File: config.mk
export PLATFORM = sky130hd
export DESIGN_NAME = pus_queue
export DESIGN_NICKNAME = d
export VERILOG_FILES = /design/src/rtl/core/pus_queue.sv
export SDC_FILE = /design/constraint.sdc
export NUM_CORES = 1
export LEC_CHECK = 0
export ABC_CLOCK_PERIOD_IN_PS = 1890
export BUFFER_PORTS_ARGS = -buffer_cell sky130_fd_sc_hd__buf_4
export CORE_ASPECT_RATIO = 2
export CORE_UTILIZATION = 51
export CTS_CLUSTER_SIZE = 12
export DETAILED_ROUTE_END_ITERATION = 12
export GPL_ROUTABILITY_DRIVEN = 0
export PLACE_DENSITY = 0.74
export SLEW_MARGIN = 20
export SYNTH_ARGS = -nofsm -noshare
export SYNTH_HDL_FRONTEND = slang
export SYNTH_SLANG_ARGS = --single-unit
File: constraint.sdc
create_clock -name clk -period 1.89 [get_ports clk]
set_clock_uncertainty 0.15 [all_clocks]
set_input_delay 0.2835 -clock clk [delete_from_list [all_inputs] [get_ports clk]]
set_output_delay 0.2835 -clock clk [all_outputs]
set_load 0.01 [all_outputs]
File: src/rtl/core/pus_queue.sv
// Short FIFO that decouples the front end from the reconstruction back end.
module pus_queue #(
  parameter int WIDTH = 32,
  parameter int DEPTH = 4,
  localparam int PW = $clog2(DEPTH),
  localparam int CW = $clog2(DEPTH + 1)
) (
  input  logic             clk,
  input  logic             rst,
  input  logic             push,
  input  logic [WIDTH-1:0] push_data,
  output logic             full,
  input  logic             pop,
  output logic             q_valid,
  output logic [WIDTH-1:0] q_data
);

  logic [WIDTH-1:0] slots [DEPTH];
  logic [PW-1:0]    wr_ptr;
  logic [PW-1:0]    rd_ptr;
  logic [CW-1:0]    count;

  assign full    = count == CW'(DEPTH);
  assign q_valid = count != '0;
  assign q_data  = slots[rd_ptr];

  always_ff @(posedge clk) begin
    if (push) begin
      slots[wr_ptr] <= push_data;
    end
  end

  always_ff @(posedge clk) begin
    if (rst) begin
      wr_ptr <= '0;
      rd_ptr <= '0;
      count  <= '0;
    end else begin
      if (push) begin
        wr_ptr <= (int'(wr_ptr) == DEPTH - 1) ? '0 : wr_ptr + PW'(1);
      end
      if (pop) begin
        rd_ptr <= (int'(rd_ptr) == DEPTH - 1) ? '0 : rd_ptr + PW'(1);
      end
      if (push && !pop) begin
        count <= count + CW'(1);
      end else if (pop && !push) begin
        count <= count - CW'(1);
      end
    end
  end

endmodule

==> results.sh <==
export IMPL_synthToLayoutAreaGrowth_pct=33.76
export IMPL_die_area_um2=10430
export IMPL_dpl_worst_slack_ps=-12.88
export IMPL_power_density_nw_per_um2=1071
export IMPL_synth_area_um2=5100
export IMPL_switching_power_w=0.001564
export IMPL_fin_crit_ps=2111
export IMPL_rsz0062_at_grt="yes"
export IMPL_via_count=2429
export IMPL_diodes=0
export IMPL_cp_top_family="multiplexers"
export IMPL_overflow=0
export IMPL_whs_path_depth=3
export IMPL_fin_area_um2=6822
export IMPL_io_pins=70
export IMPL_max_freq_ghz=0.4738
export IMPL_synth_seq_cells=137
export IMPL_cp_max_fo=5
export IMPL_synth_edf_count=128
export IMPL_grt_pass1_vias=2472
export IMPL_dp_cells=411
export IMPL_ant_nets=0
export IMPL_crit_cells=3
export IMPL_crit_path_end_kind="output pin"
export IMPL_ys_seq_area_frac=0.7890
export IMPL_ys_flop_type="edfxtp_1"
export IMPL_antenna_found_initial=0
export IMPL_setup_ws_ps=-220.5
export IMPL_core_rowCount=51
export IMPL_reg2regPathDepth=4
export IMPL_cp_cell_sequence="buf_8 > mux4_2 > buf_6"
export IMPL_ys_types=18
export IMPL_synth_common_cells="128 x edfxtp_1, 30 x mux4_2, 9 x dfxtp_1, 7 x nor2_1, 6 x ha_1"
export IMPL_synth_nets=254
export IMPL_first_pass_iters=4
export IMPL_dp_hpwl_um=5117
export IMPL_fin_crit_sh=1.117
export IMPL_pwr_share_comb=0.111
export IMPL_pwr_share_clk=0.406
export IMPL_cellLeakagePower_nw=2.399
export IMPL_p_seq_frac=0.483
export IMPL_finalSetupViolations=32
export IMPL_start_util=0.5258
export IMPL_postSynthCellCount=211
export IMPL_max_cap_violations=0
export IMPL_startpoint_type="flip-flop"
export IMPL_crit_type="flip-flop to output pin"
export IMPL_cp_data_required_time_ps=1460
export IMPL_cts_tree="done"
export IMPL_die_w_um=72.71
export IMPL_drcViolationCount=0
export IMPL_post_synth_top_count_cell="edfxtp_1"
export IMPL_fp_coreArea_um2=9699
export IMPL_power_w=0.007305
export IMPL_io_buffers=69
export IMPL_drive_gt1_frac=0.4116
export IMPL_hold_class="input port to flip-flop"
export IMPL_wl_um=8937
export IMPL_violations="setup timing"
export IMPL_stdcell_count=477
export IMPL_async_flop_share=0
export IMPL_die_h_um=143.4
export IMPL_clk_pin_slew_worst_paths_ps=60
export IMPL_root_buffer="clkbuf_16"
export IMPL_status="finished, violations left"
export IMPL_cp_slowest_stage_delay_ps=560
export IMPL_grt_usage=0.1856
export IMPL_nets=375
export IMPL_vias_per_cell=5.092
export IMPL_htreeDepth=4
export IMPL_cts_path_max_buffers=2
export IMPL_ys_warn_count=0
export IMPL_ir_worst_vdd_mv=0.8596
export IMPL_hold_viol=0
export IMPL_arrival_ps=1680
export IMPL_cts_sinks=137
export IMPL_clk_latency_ps=400
export IMPL_synthTopCellsByArea="edfxtp_1 75%, mux4_2 13%, dfxtp_1 3.5%, ha_1 1.5%, buf_12 1.2%"
export IMPL_routedWlPerCell_um=18.74
export IMPL_worstMarginPinSlew_ps=496.2
export IMPL_slew_headroom=0.6692
export IMPL_first_iter_violations=160
export IMPL_avgSynthCellArea_um2=24.17
export IMPL_power_share_switching=0.2141
export IMPL_synth_top_area_cell="edfxtp_1"
export IMPL_crit_buf_inv=2
export IMPL_dpl_cell_area_um2=5787
export IMPL_cts_made_buffers=17
export IMPL_grt_pass1_wl_um=13250
export IMPL_grt_max_degree=33
export IMPL_yosysTopAreaCellShare=0.7537
export IMPL_slew_violations=0
export IMPL_p_int_w=0.005741
export IMPL_slowest_stage="mux4_2"
power by group through the flow:
stage          sequential, W  combinational [W]  clock [W]
2_1_floorplan        0.00357           0.000372          0
6_report             0.00353           0.000812    0.00296
4_1_cts              0.00353           0.000775    0.00301
3_3_place_gp         0.00358           0.000658          0
3_5_place_dp         0.00359           0.000675          0
5_1_grt              0.00354           0.000871    0.00315
cells in the final DEF, fill, tap and decap left out:
cell / instances
bufinv_16: 1
inv_1: 4
and2_4: 3
clkbuf_1: 3
ha_1: 6
clkinv_4: 4
buf_8: 1
fa_1: 1
dfxtp_2: 1
clkinv_2: 4
o21ai_0: 1
clkinv_1: 1
edfxtp_1: 128
dfxtp_1: 7
mux4_2: 32
nor3b_1: 2
buf_12: 4
clkbuf_16: 18
or3_1: 2
and2_2: 1
dfxtp_4: 1
buf_4: 38
dlygate4sd3_1: 33
clkinvlp_4: 2
buf_6: 32
xor2_1: 2
mux2i_1: 4
nor2_1: 7
a21oi_1: 2
cells by family (layout without fill, tap and decap cells):
family                     count (synthesis)  in the layout  share of synthesized area
DFF                                      137            137                     0.7890
muxes                                     36             36                     0.1506
and+or+nand+nor                           15             15                    0.01546
buffers and inverters                     11            145                    0.01987
adders and majority gates                  7              7                    0.01865
AOI/OAI and AO/OA                          3              3                   0.002943
xor gates and xnor gates                   2              2                   0.003435
per-layer routing:
layer | up-vias | GRT usage | share of wire
met4 | 0 | 0.08566 | 0.025
li1 | 1123 | - | -
met5 | - | 0 | 0
met1 | 1230 | 0.2089 | 0.39
met2 | 66 | 0.3114 | 0.55
met3 | 10 | 0.06662 | 0.035
final timing paths:
path | slack (ps) | start | end
worst max-delay path | -220 | flip-flop | q_data[23]
worst min-delay path | 60 | push | wr_ptr[0]
worst max register to register | 270 | count[0] | count[2]
worst min register to register | 360 | count[2] | count[2]
sequential cells by signal, summed over array words and instances, names as in the netlist, named ones only:
register / count
slots: 128
count: 3
rd_ptr: 2
wr_ptr: 2
through the flow:
stage | utilization | hold WS [ps] | setup TNS, ps
2_1_floorplan | - | 202.6 | 0
3_3_place_gp | 0.5966 | 325.4 | 0
3_5_place_dp | 0.5966 | 337.9 | -12.88
4_1_cts | 0.6936 | 31.60 | -6605
5_1_grt | 0.7033 | 40.12 | -7682
6_report | 0.7033 | 55.72 | -5878
worst register-to-register path, delay by kind of cell, from the launching register on:
kind                       cells  cell delay, ps
AOI/OAI and AO/OA              1             140
xor gates and xnor gates       1             160
adders and majority gates      1             450
DFF                            1             350
and+or+nand+nor                1             300
layout make-up:
type / instances / area, um^2
Sequential cell: 137 / 4029
Clock inverter: 12 / 103.9
Timing Repair Buffer: 109 / 1096
Multi-Input combinational cell: 63 / 975.9
Tap cell: 132 / 165.2
Fill cell: 640 / 2878
Inverter: 4 / 15.01
Clock buffer: 20 / 436.7
what timing repair did:
item	in CTS	in global routing
setup buffers	0	0
hold buffers	33	0
endpoints found under the setup margin	32	128
gates resized for setup	21	22
endpoints found under the hold margin	137	0
gates cloned	0	1
Power figures use the tool's default switching activity.
