[src/rtl/core/pus_pkg.sv]
// Types, codes and the Paeth predictor shared by the scanline unfilter core.
package pus_pkg;

  localparam int CFG_INDEX_W = 2;
  localparam int PIX_SEL_W   = 3;
  localparam int QUEUE_DEPTH = 4;

  localparam logic [CFG_INDEX_W-1:0] CFG_BPP       = 2'd0;
  localparam logic [CFG_INDEX_W-1:0] CFG_ROW_BYTES = 2'd1;

  localparam logic [2:0] FILT_NONE  = 3'd0;
  localparam logic [2:0] FILT_SUB   = 3'd1;
  localparam logic [2:0] FILT_UP    = 3'd2;
  localparam logic [2:0] FILT_AVG   = 3'd3;
  localparam logic [2:0] FILT_PAETH = 3'd4;

  typedef enum logic [1:0] {
    KIND_ROW_START,
    KIND_DATA,
    KIND_ERROR
  } kind_t;

  typedef struct packed {
    kind_t                kind;
    logic [7:0]           data;
    logic [2:0]           filter;
    logic                 first_row;
    logic                 have_left;
    logic [PIX_SEL_W-1:0] bpp_m1;
    logic                 row_end;
  } item_t;

  function automatic logic [7:0] paeth(input logic [7:0] a, input logic [7:0] b,
                                       input logic [7:0] c);
    logic signed [10:0] da;
    logic signed [10:0] db;
    logic signed [10:0] dc;
    logic [9:0]         pa;
    logic [9:0]         pb;
    logic [9:0]         pc;
    da = $signed({3'b000, b}) - $signed({3'b000, c});
    db = $signed({3'b000, a}) - $signed({3'b000, c});
    dc = $signed({3'b000, a}) + $signed({3'b000, b}) - $signed({2'b00, c, 1'b0});
    pa = da[10] ? 10'(-da) : 10'(da);
    pb = db[10] ? 10'(-db) : 10'(db);
    pc = dc[10] ? 10'(-dc) : 10'(dc);
    if (pa <= pb && pa <= pc) begin
      return a;
    end else if (pb <= pc) begin
      return b;
    end else begin
      return c;
    end
  endfunction

endpackage

[src/rtl/core/pus_front.sv]
// Front end: configuration registers, row tracking and item classification.
module pus_front #(
  parameter int MAX_ROW_BYTES   = 16384,
  parameter int MAX_PIXEL_BYTES = 8,
  localparam int COL_W = $clog2(MAX_ROW_BYTES),
  localparam int CNT_W = $clog2(MAX_ROW_BYTES + 1)
) (
  input  logic                          clk,
  input  logic                          rst,
  input  logic                          in_valid,
  output logic                          in_ready,
  input  logic [7:0]                    in_byte,
  input  logic                          image_start,
  input  logic                          cfg_valid,
  output logic                          cfg_ready,
  input  logic [pus_pkg::CFG_INDEX_W-1:0] cfg_index,
  input  logic [14:0]                   cfg_data,
  input  logic                          q_full,
  output logic                          push,
  output pus_pkg::item_t                push_item,
  output logic [COL_W-1:0]              push_col
);

  logic [3:0]       bytes_per_pixel;
  logic [14:0]      row_bytes;
  logic [CNT_W-1:0] column_count;
  logic [CNT_W-1:0] column_count_next;
  logic [2:0]       row_filter;
  logic [2:0]       row_filter_next;
  logic             on_first_row;
  logic             on_first_row_next;
  logic             halted;
  logic             halted_next;

  logic             accept;
  logic [CNT_W-1:0] cnt_cur;
  logic [CNT_W-1:0] cnt_m1;
  logic             first_cur;
  logic             halt_cur;
  logic [CNT_W-1:0] rb_eff;
  logic [3:0]       bpp_eff;
  logic             row_end_now;

  assign in_ready  = !q_full;
  assign cfg_ready = 1'b1;
  assign accept    = in_valid && !q_full;

  assign cnt_cur   = image_start ? '0 : column_count;
  assign first_cur = image_start ? 1'b1 : on_first_row;
  assign halt_cur  = image_start ? 1'b0 : halted;
  assign cnt_m1    = cnt_cur - CNT_W'(1);
  assign push_col  = cnt_m1[COL_W-1:0];

  always_comb begin
    if (row_bytes == '0) begin
      rb_eff = CNT_W'(1);
    end else if (int'(row_bytes) > MAX_ROW_BYTES) begin
      rb_eff = CNT_W'(MAX_ROW_BYTES);
    end else begin
      rb_eff = CNT_W'(row_bytes);
    end
    if (bytes_per_pixel == '0) begin
      bpp_eff = 4'd1;
    end else if (int'(bytes_per_pixel) > MAX_PIXEL_BYTES) begin
      bpp_eff = 4'(MAX_PIXEL_BYTES);
    end else begin
      bpp_eff = bytes_per_pixel;
    end
  end

  assign row_end_now = cnt_cur >= rb_eff;

  always_comb begin
    column_count_next = column_count;
    row_filter_next   = row_filter;
    on_first_row_next = on_first_row;
    halted_next       = halted;
    push              = 1'b0;
    push_item.kind      = pus_pkg::KIND_DATA;
    push_item.data      = in_byte;
    push_item.filter    = row_filter;
    push_item.first_row = first_cur;
    push_item.have_left = int'(push_col) >= int'(bpp_eff);
    push_item.bpp_m1    = pus_pkg::PIX_SEL_W'(bpp_eff - 4'd1);
    push_item.row_end   = row_end_now;
    if (accept) begin
      column_count_next = cnt_cur;
      on_first_row_next = first_cur;
      halted_next       = halt_cur;
      if (!halt_cur) begin
        push = 1'b1;
        if (cnt_cur == '0) begin
          if (in_byte > {5'd0, pus_pkg::FILT_PAETH}) begin
            push_item.kind = pus_pkg::KIND_ERROR;
            halted_next    = 1'b1;
          end else begin
            push_item.kind    = pus_pkg::KIND_ROW_START;
            row_filter_next   = in_byte[2:0];
            column_count_next = CNT_W'(1);
          end
        end else if (row_end_now) begin
          column_count_next = '0;
          on_first_row_next = 1'b0;
        end else begin
          column_count_next = cnt_cur + CNT_W'(1);
        end
      end
    end
  end

  always_ff @(posedge clk) begin
    if (rst) begin
      bytes_per_pixel <= 4'd1;
      row_bytes       <= 15'd4;
      column_count    <= '0;
      row_filter      <= pus_pkg::FILT_NONE;
      on_first_row    <= 1'b1;
      halted          <= 1'b0;
    end else begin
      column_count <= column_count_next;
      row_filter   <= row_filter_next;
      on_first_row <= on_first_row_next;
      halted       <= halted_next;
      if (cfg_valid) begin
        case (cfg_index)
          pus_pkg::CFG_BPP:       bytes_per_pixel <= cfg_data[3:0];
          pus_pkg::CFG_ROW_BYTES: row_bytes       <= cfg_data;
          default: ;
        endcase
      end
    end
  end

endmodule

[config.mk]
export PLATFORM = sky130hd
export DESIGN_NAME = pus_front
export DESIGN_NICKNAME = d
export VERILOG_FILES = /design/src/rtl/core/pus_pkg.sv /design/src/rtl/core/pus_front.sv
export SDC_FILE = /design/constraint.sdc
export NUM_CORES = 1
export LEC_CHECK = 0
export ABC_AREA = 1
export BUFFER_PORTS_ARGS = -buffer_cell sky130_fd_sc_hd__buf_2
export CAP_MARGIN = 10
export CORE_ASPECT_RATIO = 1.5
export CORE_MARGIN = 3
export CORE_UTILIZATION = 40
export CTS_BUF_LIST = sky130_fd_sc_hd__clkbuf_4
export CTS_CLUSTER_DIAMETER = 200
export DETAILED_ROUTE_END_ITERATION = 7
export GPL_TIMING_DRIVEN = 0
export PLACE_DENSITY = 0.68
export SLEW_MARGIN = 15
export SYNTH_ARGS = -nofsm -noshare
export SYNTH_HDL_FRONTEND = slang
export SYNTH_SLANG_ARGS = --single-unit
[constraint.sdc]
create_clock -name clk -period 2.9 [get_ports clk]
set_input_delay 0.58 -clock clk [delete_from_list [all_inputs] [get_ports clk]]
set_output_delay 0.58 -clock clk [all_outputs]
set_load 0.02 [all_outputs]
==> results.tsv <==
metric	value	unit
Cell variety after synth	36	
Slowest-stage cell, CP	dfxtp_2	
CTS tree	done	
clock slew at reported path FFs	0.13	ns
kind of critical path	flip-flop to output port	
YS warnings	0	
largest cells by area after synthesis	dfxtp_1 25%, nand2_1 13%, ha_1 9.2%	
die span in y	114	µm
routed wire length	9.44	mm
Area after DPL	3590	µm²
worst-margin pin slew	0.570	ns
Setup Viol. Count Final	2	
Data required, critical path	2.32	ns
NetSw	646	µW
commonest cells in the netlist	106 x nand2_1, 68 x nor2_1, 49 x inv_1	
status	finished with violations	
Worst Path Buf+Inv	3	
core area	7420	µm²
share of layout cells above drive strength 1	0.359	
max cap viols	0	
drt first-iter violations	202	
Peak VDD IR	0.253	mV
DR vias	3412	
clk root buf	clkbuf_4	
PortBufs	65	
worst skew pair latency	0.38	ns
residual DRC count	0	
crit path time final	3.14	ns
mapped cell area	3120	µm²
vias per inst	5.06	
WL/cell	14.0	µm
vias in the first global route	3300	
leakage	2.02	nW
cell family contributing the most delay on the critical path	simple AND/OR/NAND/NOR gates	
Slew Limit Headroom	0.617	
largest net degree at the start of global routing	13	
Comb power frac	0.430	
Post-DP HPWL	6.94	mm
CP arrival	2.56	ns
overflow left after global routing	0	
CP Capture Type	output port	
switching share of power	0.415	
row count	38	
Clk network pwr share	0.187	
setup repair after global routing missed its margin	true	
Num CTS Buffers	5	
Slew Limit Fails	0	
part of the cycle the worst path needs	1.08	
Critical Path Start Type	flip-flop	
Cells after Synth	484	
total iterations of the first detailed-routing run	4	
Post-CTS Hold Fix Bufs	0	
failing checks	setup timing	
antenna-violating nets left	0	
CTS sink count	39	
first-pass GRT wire length	15.0	mm
fin area	4160	µm²
I/O pins	67	
Final nets	627	
Pwr Density	374	nW/µm²
gr usage total	0.210	
Reg power frac	0.384	
mean area per synthesized cell	6.45	µm²
Worst Slack Setup Final	-0.237	ns
Internal	910	µW
area fraction of the dominant cell type after synthesis	0.250	
asr flop ratio synth	0	
CP peak stage delay	0.36	ns
Final Skew	0.0206	ns
die width	78.1	µm
synthesis-stage register bit count	39	
ANT cells	0	
Critical Path, Cell by Cell	nor4_4, nand4_1, nand2_2, buf_8, nand2_4, ha_4, inv_1, nor2_1, nand2_1, nor3_2, nand2_1, nand2_2, buf_6	
Post-Syn Nets	538	
Final Wtd Congestion	0.881	
H-tree Lvls	2	
top-count cell post-synth	nand2_1	
Crit Path Max Fanout	5	
hold crit path type	input port to flip-flop	
Synth area leader	dfxtp_1	
initial antenna violation count	0	
Max Root-Sink Buffers	2	
Die ar.	8930	µm²
Initial Utilization	0.421	
Area growth syn-to-layout	33.1	%
sequential fraction of the synthesis area	0.250	
EDFF count, synth	0	
Max Clk Rate	319	MHz
Top FF cell, synth	dfxtp_1	
final hold vios	0	
Tot Pwr	1.56	mW
==> power by group through the flow <==
stage	combinational [mW]	clock [mW]	sequential, mW
CTS	0.618	0.293	0.594
global placement	0.550	0	0.601
detailed placement	0.559	0	0.601
global route	0.738	0.315	0.601
finish	0.668	0.290	0.597
floorplan	0.396	0	0.596
==> cells by family (layout without fill, tap and decap cells) <==
kind of cell | count (synthesis) | count (layout) | synth area share
buffers and inverters | 81 | 171 | 0.118
AOI/OAI and AO/OA | 77 | 77 | 0.131
and+or+nand+nor | 254 | 254 | 0.382
other | 1 | 1 | 0.00120
DFF | 39 | 39 | 0.250
xor gates and xnor gates | 9 | 9 | 0.0252
adders and majority gates | 23 | 23 | 0.0921
==> layout by cell type (no fill, tap or decap), types with 2 or more instances in the layout <==
master	Yosys	layout
nand3_2	3	3
inv_1	49	45
nor4_4	0	2
dfxtp_1	39	31
xor2_1	7	6
nand2_2	10	20
nor3_2	2	3
clkinv_1	1	3
buf_2	3	65
o21ai_2	1	4
buf_8	0	3
nor2_1	68	64
nor2_2	7	9
a21oi_1	25	23
nand4_1	5	5
ha_1	23	11
a21oi_2	0	2
o21ai_1	9	9
nand2_1	106	89
dfxtp_2	0	7
inv_4	2	4
clkbuf_1	6	5
nor3_1	9	8
ha_4	0	12
nand2_4	4	11
buf_6	2	7
inv_2	7	9
clkbuf_4	0	5
o21ai_0	37	34
nand3_1	28	28
buf_4	11	23
nor2_4	7	9
==> final cells by class <==
class / instances / area [µm²]
clock buffers: 5 / 37.5
well taps: 100 / 125
clock inverters: 3 / 15.0
flip-flops and latches: 39 / 793
fillers: 712 / 3260
repair buffers: 83 / 505
inverters: 59 / 231
multi-input cells: 364 / 2290
plain buffers: 21 / 155
==> flip-flops by register name, summed over array words and instances (netlist names) <==
register and flops:
on_first_row 1, column_count 15, row_bytes 15, row_filter 3
halted 1, bytes_per_pixel 4
==> through the flow <==
stage | setup TNS, ns | util | instances | worst slack (ns) | hold slack [ns]
6_report | -0.272 | 0.560 | 674 | -0.237 | 0.400
5_1_grt | -0.517 | 0.560 | 674 | -0.356 | 0.389
4_1_cts | -0.286 | 0.532 | 669 | -0.217 | 0.385
3_5_place_dp | -1.11 | 0.484 | 649 | -0.449 | 0.447
3_3_place_gp | -0.836 | 0.484 | 649 | -0.428 | 0.447
2_1_floorplan | 0 | - | 484 | 0.00708 | 0.424
==> worst register-to-register path: cells and delay by family, from the launching register on <==
kind	cells	cell delay, ns
AO/OA/AOI/OAI	3	0.27
adder cells (fa/ha/maj)	1	0.24
buffers and inverters	4	0.56
flip-flops	1	0.36
AND/OR/NAND/NOR	10	1.17
==> metal layers <==
layer	wire length (µm)	vias to the layer above	track usage
met2	5160	101	0.398
met5	0	-	0
met4	422	0	0.104
met3	356	30	0.0362
li1	-	1728	-
met1	3510	1553	0.219
==> worst paths after layout <==
| path | startpoint | to | slack [ns] | depth (start not counted) |
|---|---|---|---|---|
| worst max-delay path | row_bytes[0] | push_item[0] | -0.24 | 13 |
| worst min-delay path | rst | column_count[0] | 0.40 | 2 |
| worst max register to register | row_bytes[0] | column_count[12] | 0.27 | 18 |
| worst min register to register | bytes_per_pixel[0] | bytes_per_pixel[0] | 0.48 | 2 |
==> timing repair <==
action	CTS	global route
buffers inserted	12	5
gates resized for setup	50	39
pin swaps	24	29
cloned	1	0
setup endpoints to repair	16	3
No activity file was read; power rests on OpenSTA's default activity.
